## src/rtl/fpp_pkg.sv

```systemverilog
// ----------------------------------------------------------------------------
// fpp_pkg
// Shared types and constants of the framed packet parser.
// ----------------------------------------------------------------------------
package fpp_pkg;

    // Sync byte that opens every frame.
    localparam logic [7:0] START_BYTE = 8'hAA;

    // Width of the packet_length field on the result word.
    localparam int PKT_LEN_W = 7;

    typedef enum logic [2:0] {
        ST_HUNT,    // looking for the sync byte
        ST_LEN,     // next word is the length
        ST_DATA,    // collecting payload into the store
        ST_SUM,     // next word is the checksum
        ST_REL      // streaming the stored payload out
    } t_state;

endpackage

```

## src/rtl/framed_packet_parser.sv

```systemverilog
// ----------------------------------------------------------------------------
// framed_packet_parser
// Sync / length / payload / checksum frame parser with a payload store.
// ----------------------------------------------------------------------------
// Throughput: one word per cycle while hunting and collecting a frame; the
//   length and checksum words also wait while the output register has no room.
//   After a good checksum of a non-empty packet the input stalls while the
//   store's single read port streams the payload out via the output register.
// Latency: an error or empty-packet result is valid the cycle after its word.
// Reset: synchronous, active low; hunting, nothing pending, store not cleared.

module framed_packet_parser #(
    parameter int MAX_PAYLOAD = 64
) (
    input  logic       i_clk,
    input  logic       i_rst_n,
    // input byte stream
    input  logic       i_in_valid,
    output logic       o_in_stall,
    input  logic [7:0] i_rx_byte,
    // result words
    output logic       o_out_valid,
    input  logic       i_out_stall,
    output logic       o_status,
    output logic       o_has_byte,
    output logic [7:0] o_data,
    output logic [6:0] o_packet_length,
    output logic       o_last
);

    // Index counters must hold the length itself; addresses only the depth.
    localparam int IW  = $clog2(MAX_PAYLOAD + 1);
    localparam int AW  = (MAX_PAYLOAD > 1) ? $clog2(MAX_PAYLOAD) : 1;
    localparam int PLW = fpp_pkg::PKT_LEN_W;

    // ---- frame state ----
    fpp_pkg::t_state r_state, n_state;
    logic [IW-1:0]   r_len,   n_len;      // expected payload length
    logic [IW-1:0]   r_idx,   n_idx;      // payload write index
    logic [7:0]      r_sum,   n_sum;      // running checksum, seeded by length

    // ---- release read pipeline ----
    logic [IW-1:0]   r_rd_cnt, n_rd_cnt;  // reads issued so far
    logic            r_rd_pend, n_rd_pend; // RAM output holds an unconsumed byte

    // ---- output register ----
    logic            r_out_valid, n_out_valid;
    logic            r_status,    n_status;
    logic            r_has_byte,  n_has_byte;
    logic [7:0]      r_data,      n_data;
    logic [PLW-1:0]  r_pkt_len,   n_pkt_len;
    logic            r_last,      n_last;

    // ---- handshake and RAM control ----
    logic            in_acc;
    logic            out_free;
    logic            load;
    logic            issue;
    logic            wr_en;
    logic            rd_en;
    logic [7:0]      rd_data;

    fpp_ram #(
        .WIDTH (8),
        .DEPTH (MAX_PAYLOAD),
        .AW    (AW)
    ) u_store (
        .i_clk     (i_clk),
        .i_wr_en   (wr_en),
        .i_wr_addr (r_idx[AW-1:0]),
        .i_wr_data (i_rx_byte),
        .i_rd_en   (rd_en),
        .i_rd_addr (r_rd_cnt[AW-1:0]),
        .o_rd_data (rd_data)
    );

    // Output register is free when empty or being taken this cycle.
    assign out_free = !r_out_valid || !i_out_stall;

    // Hold input while releasing, and while a word that may produce a result
    // arrives with nowhere to put it.
    assign o_in_stall = (r_state == fpp_pkg::ST_REL) ||
                        (((r_state == fpp_pkg::ST_LEN) || (r_state == fpp_pkg::ST_SUM))
                         && !out_free);
    assign in_acc = i_in_valid && !o_in_stall;

    // Release: RAM data moves to the output register when it has room; the
    // next read goes out when the RAM output is empty or being drained. No
    // write can collide with a read: the last payload write precedes the
    // checksum word, and the store is read only after it.
    assign load  = (r_state == fpp_pkg::ST_REL) && r_rd_pend && out_free;
    assign issue = (r_state == fpp_pkg::ST_REL) && (r_rd_cnt < r_len)
                   && (!r_rd_pend || load);
    assign rd_en = issue;

    always_comb begin
        n_state     = r_state;
        n_len       = r_len;
        n_idx       = r_idx;
        n_sum       = r_sum;
        n_rd_cnt    = r_rd_cnt;
        n_rd_pend   = issue || (r_rd_pend && !load);
        n_out_valid = r_out_valid && i_out_stall;
        n_status    = r_status;
        n_has_byte  = r_has_byte;
        n_data      = r_data;
        n_pkt_len   = r_pkt_len;
        n_last      = r_last;
        wr_en       = 1'b0;

        unique case (r_state)
            fpp_pkg::ST_HUNT: begin
                if (in_acc && (i_rx_byte == fpp_pkg::START_BYTE)) begin
                    n_state = fpp_pkg::ST_LEN;
                end
            end
            fpp_pkg::ST_LEN: begin
                if (in_acc) begin
                    if (i_rx_byte > 8'(MAX_PAYLOAD)) begin
                        // oversize length: error result
                        n_out_valid = 1'b1;
                        n_status    = 1'b0;
                        n_has_byte  = 1'b0;
                        n_data      = 8'd0;
                        n_pkt_len   = '0;
                        n_last      = 1'b1;
                        n_state     = fpp_pkg::ST_HUNT;
                    end else begin
                        n_len   = IW'(i_rx_byte);
                        n_idx   = '0;
                        n_sum   = i_rx_byte;
                        n_state = (i_rx_byte == 8'd0) ? fpp_pkg::ST_SUM
                                                      : fpp_pkg::ST_DATA;
                    end
                end
            end
            fpp_pkg::ST_DATA: begin
                if (in_acc) begin
                    wr_en = 1'b1;
                    n_idx = IW'(r_idx + 1'b1);
                    n_sum = r_sum + i_rx_byte;
                    if (n_idx >= r_len) begin
                        n_state = fpp_pkg::ST_SUM;
                    end
                end
            end
            fpp_pkg::ST_SUM: begin
                if (in_acc) begin
                    n_out_valid = 1'b1;
                    n_has_byte  = 1'b0;
                    n_data      = 8'd0;
                    n_pkt_len   = '0;
                    n_last      = 1'b1;
                    n_state     = fpp_pkg::ST_HUNT;
                    if (i_rx_byte != r_sum) begin
                        n_status = 1'b0;
                    end else begin
                        n_status = 1'b1;
                        if (r_len != '0) begin
                            // good packet with payload: stream it instead
                            n_out_valid = r_out_valid && i_out_stall;
                            n_rd_cnt    = '0;
                            n_state     = fpp_pkg::ST_REL;
                        end
                    end
                end
            end
            fpp_pkg::ST_REL: begin
                if (issue) begin
                    n_rd_cnt = IW'(r_rd_cnt + 1'b1);
                end
                if (load) begin
                    // byte in the RAM output has index r_rd_cnt - 1
                    n_out_valid = 1'b1;
                    n_status    = 1'b1;
                    n_has_byte  = 1'b1;
                    n_data      = rd_data;
                    n_pkt_len   = PLW'(r_len);
                    n_last      = (r_rd_cnt == r_len);
                    if (r_rd_cnt == r_len) begin
                        n_state = fpp_pkg::ST_HUNT;
                    end
                end
            end
            default: begin
                n_state = fpp_pkg::ST_HUNT;
            end
        endcase
    end

    always_ff @(posedge i_clk) begin
        if (!i_rst_n) begin
            r_state     <= fpp_pkg::ST_HUNT;
            r_rd_pend   <= 1'b0;
            r_out_valid <= 1'b0;
        end else begin
            r_state     <= n_state;
            r_rd_pend   <= n_rd_pend;
            r_out_valid <= n_out_valid;
        end
    end

    always_ff @(posedge i_clk) begin
        r_len      <= n_len;
        r_idx      <= n_idx;
        r_sum      <= n_sum;
        r_rd_cnt   <= n_rd_cnt;
        r_status   <= n_status;
        r_has_byte <= n_has_byte;
        r_data     <= n_data;
        r_pkt_len  <= n_pkt_len;
        r_last     <= n_last;
    end

    assign o_out_valid     = r_out_valid;
    assign o_status        = r_status;
    assign o_has_byte      = r_has_byte;
    assign o_data          = r_data;
    assign o_packet_length = r_pkt_len;
    assign o_last          = r_last;

`ifndef SYNTHESIS
    // store is never written and read in the same cycle
    a_no_rw_overlap: assert property (@(posedge i_clk) disable iff (!i_rst_n)
        !(wr_en && rd_en))
        else $error("payload store written and read in one cycle");

    // a RAM byte is only pending while releasing
    a_pend_in_rel: assert property (@(posedge i_clk) disable iff (!i_rst_n)
        r_rd_pend |-> (r_state == fpp_pkg::ST_REL))
        else $error("read pending outside release");

    // reads never run past the packet
    a_rd_bound: assert property (@(posedge i_clk) disable iff (!i_rst_n)
        (r_state == fpp_pkg::ST_REL) |-> (r_rd_cnt <= r_len))
        else $error("release read count beyond packet length");

    // a non-final result is always followed by more of the same release
    a_mid_in_rel: assert property (@(posedge i_clk) disable iff (!i_rst_n)
        (r_out_valid && !r_last) |-> (r_state == fpp_pkg::ST_REL))
        else $error("non-final result outside release");

    // leaving release happens exactly on delivering the last byte into the
    // output register
    a_rel_exit: assert property (@(posedge i_clk) disable iff (!i_rst_n)
        ((r_state == fpp_pkg::ST_REL) && (n_state == fpp_pkg::ST_HUNT))
        |=> (r_out_valid && r_last && r_has_byte))
        else $error("release ended without a last payload byte");
`endif

endmodule

```

## src/rtl/fpp_ram.sv

```systemverilog
// ----------------------------------------------------------------------------
// fpp_ram
// Simple dual-port RAM: one write port, one read port, registered read.
// ----------------------------------------------------------------------------
module fpp_ram #(
    parameter int WIDTH = 8,
    parameter int DEPTH = 64,
    parameter int AW    = (DEPTH > 1) ? $clog2(DEPTH) : 1
) (
    input  logic             i_clk,
    input  logic             i_wr_en,
    input  logic [AW-1:0]    i_wr_addr,
    input  logic [WIDTH-1:0] i_wr_data,
    input  logic             i_rd_en,
    input  logic [AW-1:0]    i_rd_addr,
    output logic [WIDTH-1:0] o_rd_data
);

    logic [WIDTH-1:0] r_mem [DEPTH];
    logic [WIDTH-1:0] r_rd_data;

    always_ff @(posedge i_clk) begin
        if (i_wr_en) begin
            r_mem[i_wr_addr] <= i_wr_data;
        end
        // read data holds until the next read
        if (i_rd_en) begin
            r_rd_data <= r_mem[i_rd_addr];
        end
    end

    assign o_rd_data = r_rd_data;

endmodule

```

## config.mk

```make
export PLATFORM = sky130hd
export DESIGN_NAME = framed_packet_parser
export DESIGN_NICKNAME = d
export VERILOG_FILES = /design/src/rtl/fpp_pkg.sv /design/src/rtl/framed_packet_parser.sv /design/src/rtl/fpp_ram.sv
export SDC_FILE = /design/constraint.sdc
export NUM_CORES = 1
export LEC_CHECK = 0
export BUFFER_PORTS_ARGS = -buffer_cell sky130_fd_sc_hd__buf_2
export CAP_MARGIN = 20
export CORE_ASPECT_RATIO = 1.2
export CORE_MARGIN = 3
export CORE_UTILIZATION = 63
export DETAILED_ROUTE_END_ITERATION = 10
export GPL_TIMING_DRIVEN = 0
export PLACE_DENSITY = 0.8
export SYNTH_ARGS = -nofsm -noshare
export SYNTH_HDL_FRONTEND = slang
export SYNTH_SLANG_ARGS = --single-unit
export TNS_END_PERCENT = 30
```

## constraint.sdc

```tcl
create_clock -name i_clk -period 4.21 [get_ports i_clk]
set_clock_uncertainty 0.05 [all_clocks]
set_input_delay 0.421 -clock i_clk [delete_from_list [all_inputs] [get_ports i_clk]]
set_output_delay 0.421 -clock i_clk [all_outputs]
set_load 0.005 [all_outputs]
```

==> results of run 1 <==
flip-flops by register name, indices dropped and copies added (netlist names):
register and cells:
r_idx 7, r_sum 8, o_status 1, r_state 3
o_data 8, u_store.r_mem 512, r_len 7, o_packet_length 7
r_rd_cnt 7, u_store.o_rd_data 8, o_out_valid 1, r_rd_pend 1
o_has_byte 1, o_last 1
cell type report:
class / count / area, sq um
Buffer: 61 / 327.8
Inverter: 14 / 52.55
Timing Repair Buffer: 41 / 337.8
Multi-Input combinational cell: 542 / 5365
Tap cell: 462 / 578.1
Sequential cell: 572 / 17130
Fill cell: 1992 / 9955
Clock buffer: 68 / 1383
Clock inverter: 25 / 252.7
worst max-delay path, delay by kind of cell (launching register included):
family,cells,cell delay [ns]
AOI/OAI and AO/OA,4,1.48
adders and majority gates,1,0.15
buffers and inverters,5,1.00
DFF,1,0.42
and+or+nand+nor,2,0.49
power by group through the flow:
stage / combinational (W) / sequential [W] / clock [W]
after floorplan: 0.000230 / 0.00650 / 0
after global placement: 0.000413 / 0.00650 / 0
after detailed placement: 0.000456 / 0.00650 / 0
after CTS: 0.000458 / 0.00638 / 0.00461
after global routing: 0.000509 / 0.00638 / 0.00484
final: 0.000466 / 0.00638 / 0.00460
through the flow:
step | TNS [ns] | hold slack [ns]
floorplan | 0 | 0.4435
global placement | -1.600 | 0.4522
detailed placement | 0 | 0.4592
CTS | 0 | 0.06506
global route | 0 | 0.07872
finish | 0 | 0.07878
layout by cell type, fill, tap and decap left out, types with 22 or more instances in the layout:
cell       count
nand3_1       23
edfxtp_1     567
nor2_1        91
buf_2         47
clkbuf_1      44
a22oi_1       36
mux4_2       118
nand2_1       44
ha_1          23
clkbuf_16     53
a21oi_1       22
cell families (layout without fill, tap and decap cells):
group	after synthesis	in the layout	synth area share (%)
AO/OA/AOI/OAI	134	134	4.197
XOR/XNOR	14	14	0.5362
adder cells (fa/ha/maj)	24	24	1.346
buffers and inverters	75	209	1.663
flip-flops	572	572	74.90
multiplexers	139	139	12.54
AND/OR/NAND/NOR	231	231	4.815
layer usage:
layer | track usage, % | wire, microns
met5 | 0 | 0
met2 | 48.60 | 28170
met1 | 39.65 | 19860
met4 | 13.39 | 3125
met3 | 6.697 | 6434
final timing paths:
check	start	end	slack [ns]
max	r_rd_cnt[0]$_SDFFCE_PN0P_	r_rd_cnt[1]$_SDFFCE_PN0P_	0.27
min reg2reg	u_store.o_rd_data[2]$_DFFE_PN_	o_data[2]$_SDFFCE_PN0P_	0.49
min	i_rst_n	o_out_valid$_SDFF_PN0_	0.08
max reg2reg	r_rd_cnt[0]$_SDFFCE_PN0P_	r_rd_cnt[1]$_SDFFCE_PN0P_	0.27
==> run_results.csv, run 1 <==
group,metric,value,unit
cells_and_area,final_cell_count_no_fill,1785,
clock_tree,clock_sinks,572,
floorplan,die_w,179.9,microns
placed_design,gp_congestion,0.9248,
timing,worst_pin_slew,1.000,ns
clock_tree,worstSkewPairLatency,0.60,ns
power,power,0.01144,W
clock_tree,cts_tree,"built",
logic_synthesis,yosysWarnings,0,
power,p_switching,0.002381,W
logic_synthesis,netlist_instances,1189,
route,viasPerCell,7.018,
floorplan,core_area,35380,sq um
timing,finalHoldViolations,0,
logic_synthesis,synth_top_area_cell,"edfxtp_1",
timing,fmax,253.6,MHz
timing,finalCriticalPeriod,3.943,ns
worst_hold_path,min_path_cells,2,
setup_path,start_kind,"flip-flop",
clock_tree,post_cts_resized,0,
route,dr.pass1.iters,7,
cells_and_area,nets,1320,
setup_path,worstRegToRegCells,12,
timing,setup_ws,0.2670,ns
global_routing,grt_pass1_wl,84.17,mm
logic_synthesis,yosys-top-cells-count,"edfxtp_1, mux4_2, nor2_1, nand2_1, a22oi_1",
outcome,status,"finished, final reports clean",
floorplan,dieArea,38630,sq um
placed_design,dp_hpwl,35.95,mm
cells_and_area,n_antenna_cell,0,
global_routing,grt_max_degree,69,
cells_and_area,drive_gt1_share,19.95,%
placed_design,dpl_cell_area,23750,sq um
power,seqPwrFrac,55.7,%
clock_tree,cts_setup_buffers,0,
logic_synthesis,yosys.area.top_type_share,74.46,%
clock_tree,root_buffer,"clkbuf_16",
logic_synthesis,yosysSeqAreaShare,74.90,%
clock_tree,ctsHoldBuffers,0,
cells_and_area,final_area,25420,sq um
timing,rsz0062_at_grt,"no",
logic_synthesis,synth_edf_count,567,
logic_synthesis,ys_types,57,
placed_design,placed_cells,1690,
clock_tree,path_clk_slew,0.07,ns
setup_path,worstSetupEndpointType,"flip-flop",
cells_and_area,area_growth,11.18,%
logic_synthesis,ys.flop_type,"edfxtp_1",
setup_path,cp.required,4.41,ns
setup_path,path_max_fanout,10,
route,drcViolationCount,0,
global_routing,gr-usage-all-layers,29.93,%
global_routing,grt_pass1_vias,12650,
logic_synthesis,syn_area,22870,sq um
power,ir_drop,0.0003964,V
cells_and_area,postLayoutCoreUtil,71.86,%
power,clockPowerShare,40.2,%
global_routing,antenna_found_initial,1,
logic_synthesis,async_flop_share,0,%
route,routed_wl,57.59,mm
setup_path,critical_path_class,"flip-flop to flip-flop",
logic_synthesis,synth-seq-cells,572,
power,combPwrFrac,4.1,%
floorplan,io-pin-count,32,
worst_hold_path,hold_class,"primary input to flip-flop",
setup_path,max_stage_delay,0.79,ns
timing,setup_violations,0,
timing,period_share,93.66,%
floorplan,dieHeight,214.7,microns
power,power_density,450.1,nW/um^2
placed_design,portBuffers,31,
route,vias,12530,
power,leakage,7.999,nW
run,drv_cap,0,
setup_path,arrival,4.15,ns
setup_path,crit_top_cell,"buf_6",
clock_tree,htreeDepth,2,
route,ant_nets,0,
clock_tree,clockBufferDepth,3,
setup_path,cp_slowest_cell,"a21boi_1",
timing,max_slew_margin,33.32,%
logic_synthesis,avgSynthCellArea,19.23,sq um
logic_synthesis,synth_most_common_cell,"edfxtp_1",
clock_tree,cts_buffers,52,
logic_synthesis,syn-num-nets,1225,
timing,maxSlewViolCount,0,
placed_design,dp_slack,0.3296,ns
route,dr.first_iter.drc_count,1936,
logic_synthesis,synthTopCellsByArea,"edfxtp_1, mux4_2, nor2_1",
floorplan,rows,75,
floorplan,floorplan.initialDensity,64.63,%
power,swShare,20.81,%
global_routing,grt_overflow_total,0,
route,wl_per_cell,32.26,microns
power,internal-power,0.009062,W
setup_path,crit_chain,"buf_6 > buf_6 > buf_4 > buf_2 > inv_1 > ha_1 > nor2b_1 > o21ai_0 > a21oi_1 > a2111oi_2 > a21boi_1 > nand2b_1",
Power figures use the tool's default switching activity.
==> inputs of run 2 (changes only) <==
--- a/config.mk
+++ b/config.mk
@@ -5,6 +5,7 @@
 export SDC_FILE = /design/constraint.sdc
 export NUM_CORES = 1
 export LEC_CHECK = 0
+export ABC_AREA = 1
 export BUFFER_PORTS_ARGS = -buffer_cell sky130_fd_sc_hd__buf_2
 export CAP_MARGIN = 20
 export CORE_ASPECT_RATIO = 1.2
==> run_results.csv, run 2 <==
group,metric,value,unit
outcome,status,"finished, final reports clean",
cells_and_area,nFillCells,2526,
logic_synthesis,syn_area,24240,sq um
setup_path,worstSetupEndpointType,"flip-flop",
cells_and_area,drive_gt1_share,8.839,%
setup_path,critical_path_class,"flip-flop to flip-flop",
clock_tree,root_buffer,"clkbuf_16",
route,drcViolationCount,0,
run,drv_cap,0,
logic_synthesis,synth_edf_count,567,
cells_and_area,area_growth,10.80,%
placed_design,portBuffers,31,
floorplan,rows,78,
floorplan,floorplan.initialDensity,64.01,%
placed_design,dp_hpwl,46.38,mm
worst_hold_path,hold-path-endpoint,"r_state[2]$_SDFFE_PN0P_",
timing,hold_ws,0.03715,ns
setup_path,crit_chain,"buf_6 > inv_2 > buf_6 > buf_6 > buf_6 > buf_6 > ha_1 > o21ai_0 > nand2_1 > nand4_1 > nor2_1 > o21ai_0 > inv_1",
cells_and_area,postLayoutCoreUtil,70.93,%
logic_synthesis,netlist_instances,2144,
logic_synthesis,yosys.area.top_type_share,70.24,%
global_routing,gr-usage-all-layers,34.49,%
logic_synthesis,ys_types,36,
logic_synthesis,syn-num-nets,2180,
cells_and_area,nets,2273,
clock_tree,post_cts_resized,0,
route,ant_nets,0,
setup_path,path_buf_inv,7,
clock_tree,path_clk_slew,0.06,ns
floorplan,die_w,185.1,microns
timing,maxSlewViolCount,0,
route,wl_per_cell,25.53,microns
setup_path,rr_endpoint,"r_rd_cnt[2]$_SDFFCE_PN0P_",
timing,setup_ws,0.8210,ns
setup_path,cp_top_family,"buffers and inverters",
logic_synthesis,async_flop_share,0,%
clock_tree,ctsHoldBuffers,0,
power,leakage,9.619,nW
floorplan,core_area,37870,sq um
floorplan,dieArea,40870,sq um
setup_path,worstRegToRegCells,13,
timing,setup_violations,0,
global_routing,grt_overflow_total,0,
setup_path,max_stage_delay,0.61,ns
route,routed_wl,70.35,mm
cells_and_area,regMostFlops,"u_store.r_mem",
timing,worst_pin_slew,0.9678,ns
clock_tree,worstSkewPairLatency,0.59,ns
clock_tree,cts_setup_buffers,0,
timing,finalHoldViolations,0,
power,ir_drop,0.0003891,V
worst_hold_path,hold_class,"primary input to flip-flop",
setup_path,start_kind,"flip-flop",
clock_tree,clockBufferDepth,3,
clock_tree,htreeDepth,2,
cells_and_area,multiInputGateArea,6181,sq um
timing,max_slew_margin,35.24,%
cells_and_area,regArea,17130,sq um
timing,finalCriticalPeriod,3.389,ns
logic_synthesis,synthTopCellsByArea,"edfxtp_1, nor2_1, nand2_1",
setup_path,rr_startpoint,"r_rd_cnt[0]$_SDFFCE_PN0P_",
logic_synthesis,synth_most_common_cell,"edfxtp_1",
clock_tree,cts_tree,"built",
setup_path,ff2ff_setup_slack,0.82,ns
worst_hold_path,min_path_cells,3,
logic_synthesis,synth-seq-cells,572,
clock_tree,cts_buffers,51,
logic_synthesis,synth_top_area_cell,"edfxtp_1",
floorplan,io-pin-count,32,
logic_synthesis,avgSynthCellArea,11.31,sq um
setup_path,crit_top_cell,"buf_6",
cells_and_area,final_cell_mix,"edfxtp_1, nor2_1, nand2_1",
placed_design,dp_slack,0.7179,ns
power,power_density,514.1,nW/um^2
timing,fmax,295.1,MHz
route,vias,17440,
global_routing,grt_pass1_vias,17280,
timing,rsz0062_at_grt,"no",
global_routing,grt_max_degree,50,
route,dr.pass1.iters,6,
timing,tns,0,ns
setup_path,path_max_fanout,10,
timing,period_share,80.50,%
route,viasPerCell,6.326,
global_routing,grt_pass1_wl,103.7,mm
setup_path,cp.required,4.42,ns
floorplan,dieHeight,220.9,microns
global_routing,antenna_found_initial,0,
route,dr.first_iter.drc_count,2552,
logic_synthesis,yosysSeqAreaShare,70.66,%
logic_synthesis,ys.flop_type,"edfxtp_1",
placed_design,gp_congestion,0.9866,
setup_path,cp_slowest_cell,"nor2_1",
logic_synthesis,yosys-top-cells-count,"edfxtp_1, nor2_1, nand2_1, o21ai_0, nand3_1",
setup_path,arrival,3.60,ns
logic_synthesis,yosysWarnings,0,
worst_hold_path,hp-start,"i_rst_n",
clock_tree,clock_sinks,572,
cells_and_area,largest_reg_flops,512,
cells_and_area,final_common_cell,"edfxtp_1",
==> run 2: cell types whose count changed in the layout (fill, tap and decap cells not counted), sizes merged, moves of 33 or more <==
| cell | delta |
|---|---|
| nand3 | +105 |
| o211ai | +35 |
| buf | +33 |
| nand2 | +271 |
| mux4 | -118 |
| nor2 | +430 |
| a22oi | -36 |
| o21ai | +227 |
| inv | +90 |
==> run 2: worst max-delay path by stage <==
stage,startpoint,to,cells after the start,slack [ns]
after global routing,r_rd_cnt[0]$_SDFFCE_PN0P_,r_rd_cnt[2]$_SDFFCE_PN0P_,13,0.63
after CTS,r_rd_cnt[0]$_SDFFCE_PN0P_,r_rd_cnt[2]$_SDFFCE_PN0P_,13,0.84
after global placement,i_rx_byte[1],r_sum[0]$_DFFE_PP_,6,0.20
after floorplan,r_state[0]$_SDFFE_PN0P_,r_idx[0]$_SDFFCE_PN0P_,6,1.66
final,r_rd_cnt[0]$_SDFFCE_PN0P_,r_rd_cnt[2]$_SDFFCE_PN0P_,13,0.82
after detailed placement,i_rx_byte[3],r_rd_cnt[5]$_SDFFCE_PN0P_,9,0.72
==> run 2: cell families after synthesis <==
group                    after synthesis  share of synthesized area, %
AND/OR/NAND/NOR                      997                         16.70
adder cells (fa/ha/maj)               24                         1.270
XOR/XNOR                               5                        0.1807
AO/OA/AOI/OAI                        332                         7.345
buffers and inverters                214                         3.846
flip-flops                           572                         70.66
==> run 2: per-layer routing <==
layer	wire [microns]	vias to the layer above	track usage [%]
met5	0	-	0
met4	5054	0	21.16
met3	8427	307	7.004
met2	33120	1337	54.58
met1	23750	8182	44.06
li1	-	7609	-
==> run 2: final cells by class <==
class	instances	area share, %
tap	480	2.236
timing repair buffer	40	1.202
sequential	572	63.77
buffer	108	1.989
inverter	106	1.481
clock inverter	33	1.454
multi-input combinational	1358	23.01
antenna	2	0.01863
clock buffer	57	4.836
==> run 2: power breakdown <==
| group | switching, W | internal, W | total (W) |
|---|---|---|---|
| logic | 0.00184 | 0.000655 | 0.00250 |
| registers | 0.0000665 | 0.00644 | 0.00651 |
| clock network | 0.00204 | 0.00276 | 0.00481 |
==> run 2: worst min-delay path, cell delays in order <==
cell and delay (ns):
buf_2 0.11, nand2_1 0.06, nor2_1 0.03
==> run 2: stage by stage <==
stage	power, W	area (sq um)	cells
final	0.01381	26860	2756
after global routing	0.01417	26850	2754
after CTS	0.01370	26850	2754
after detailed placement	0.008995	25160	2664
after global placement	0.008911	25000	2655
after floorplan	0.008023	24240	2144
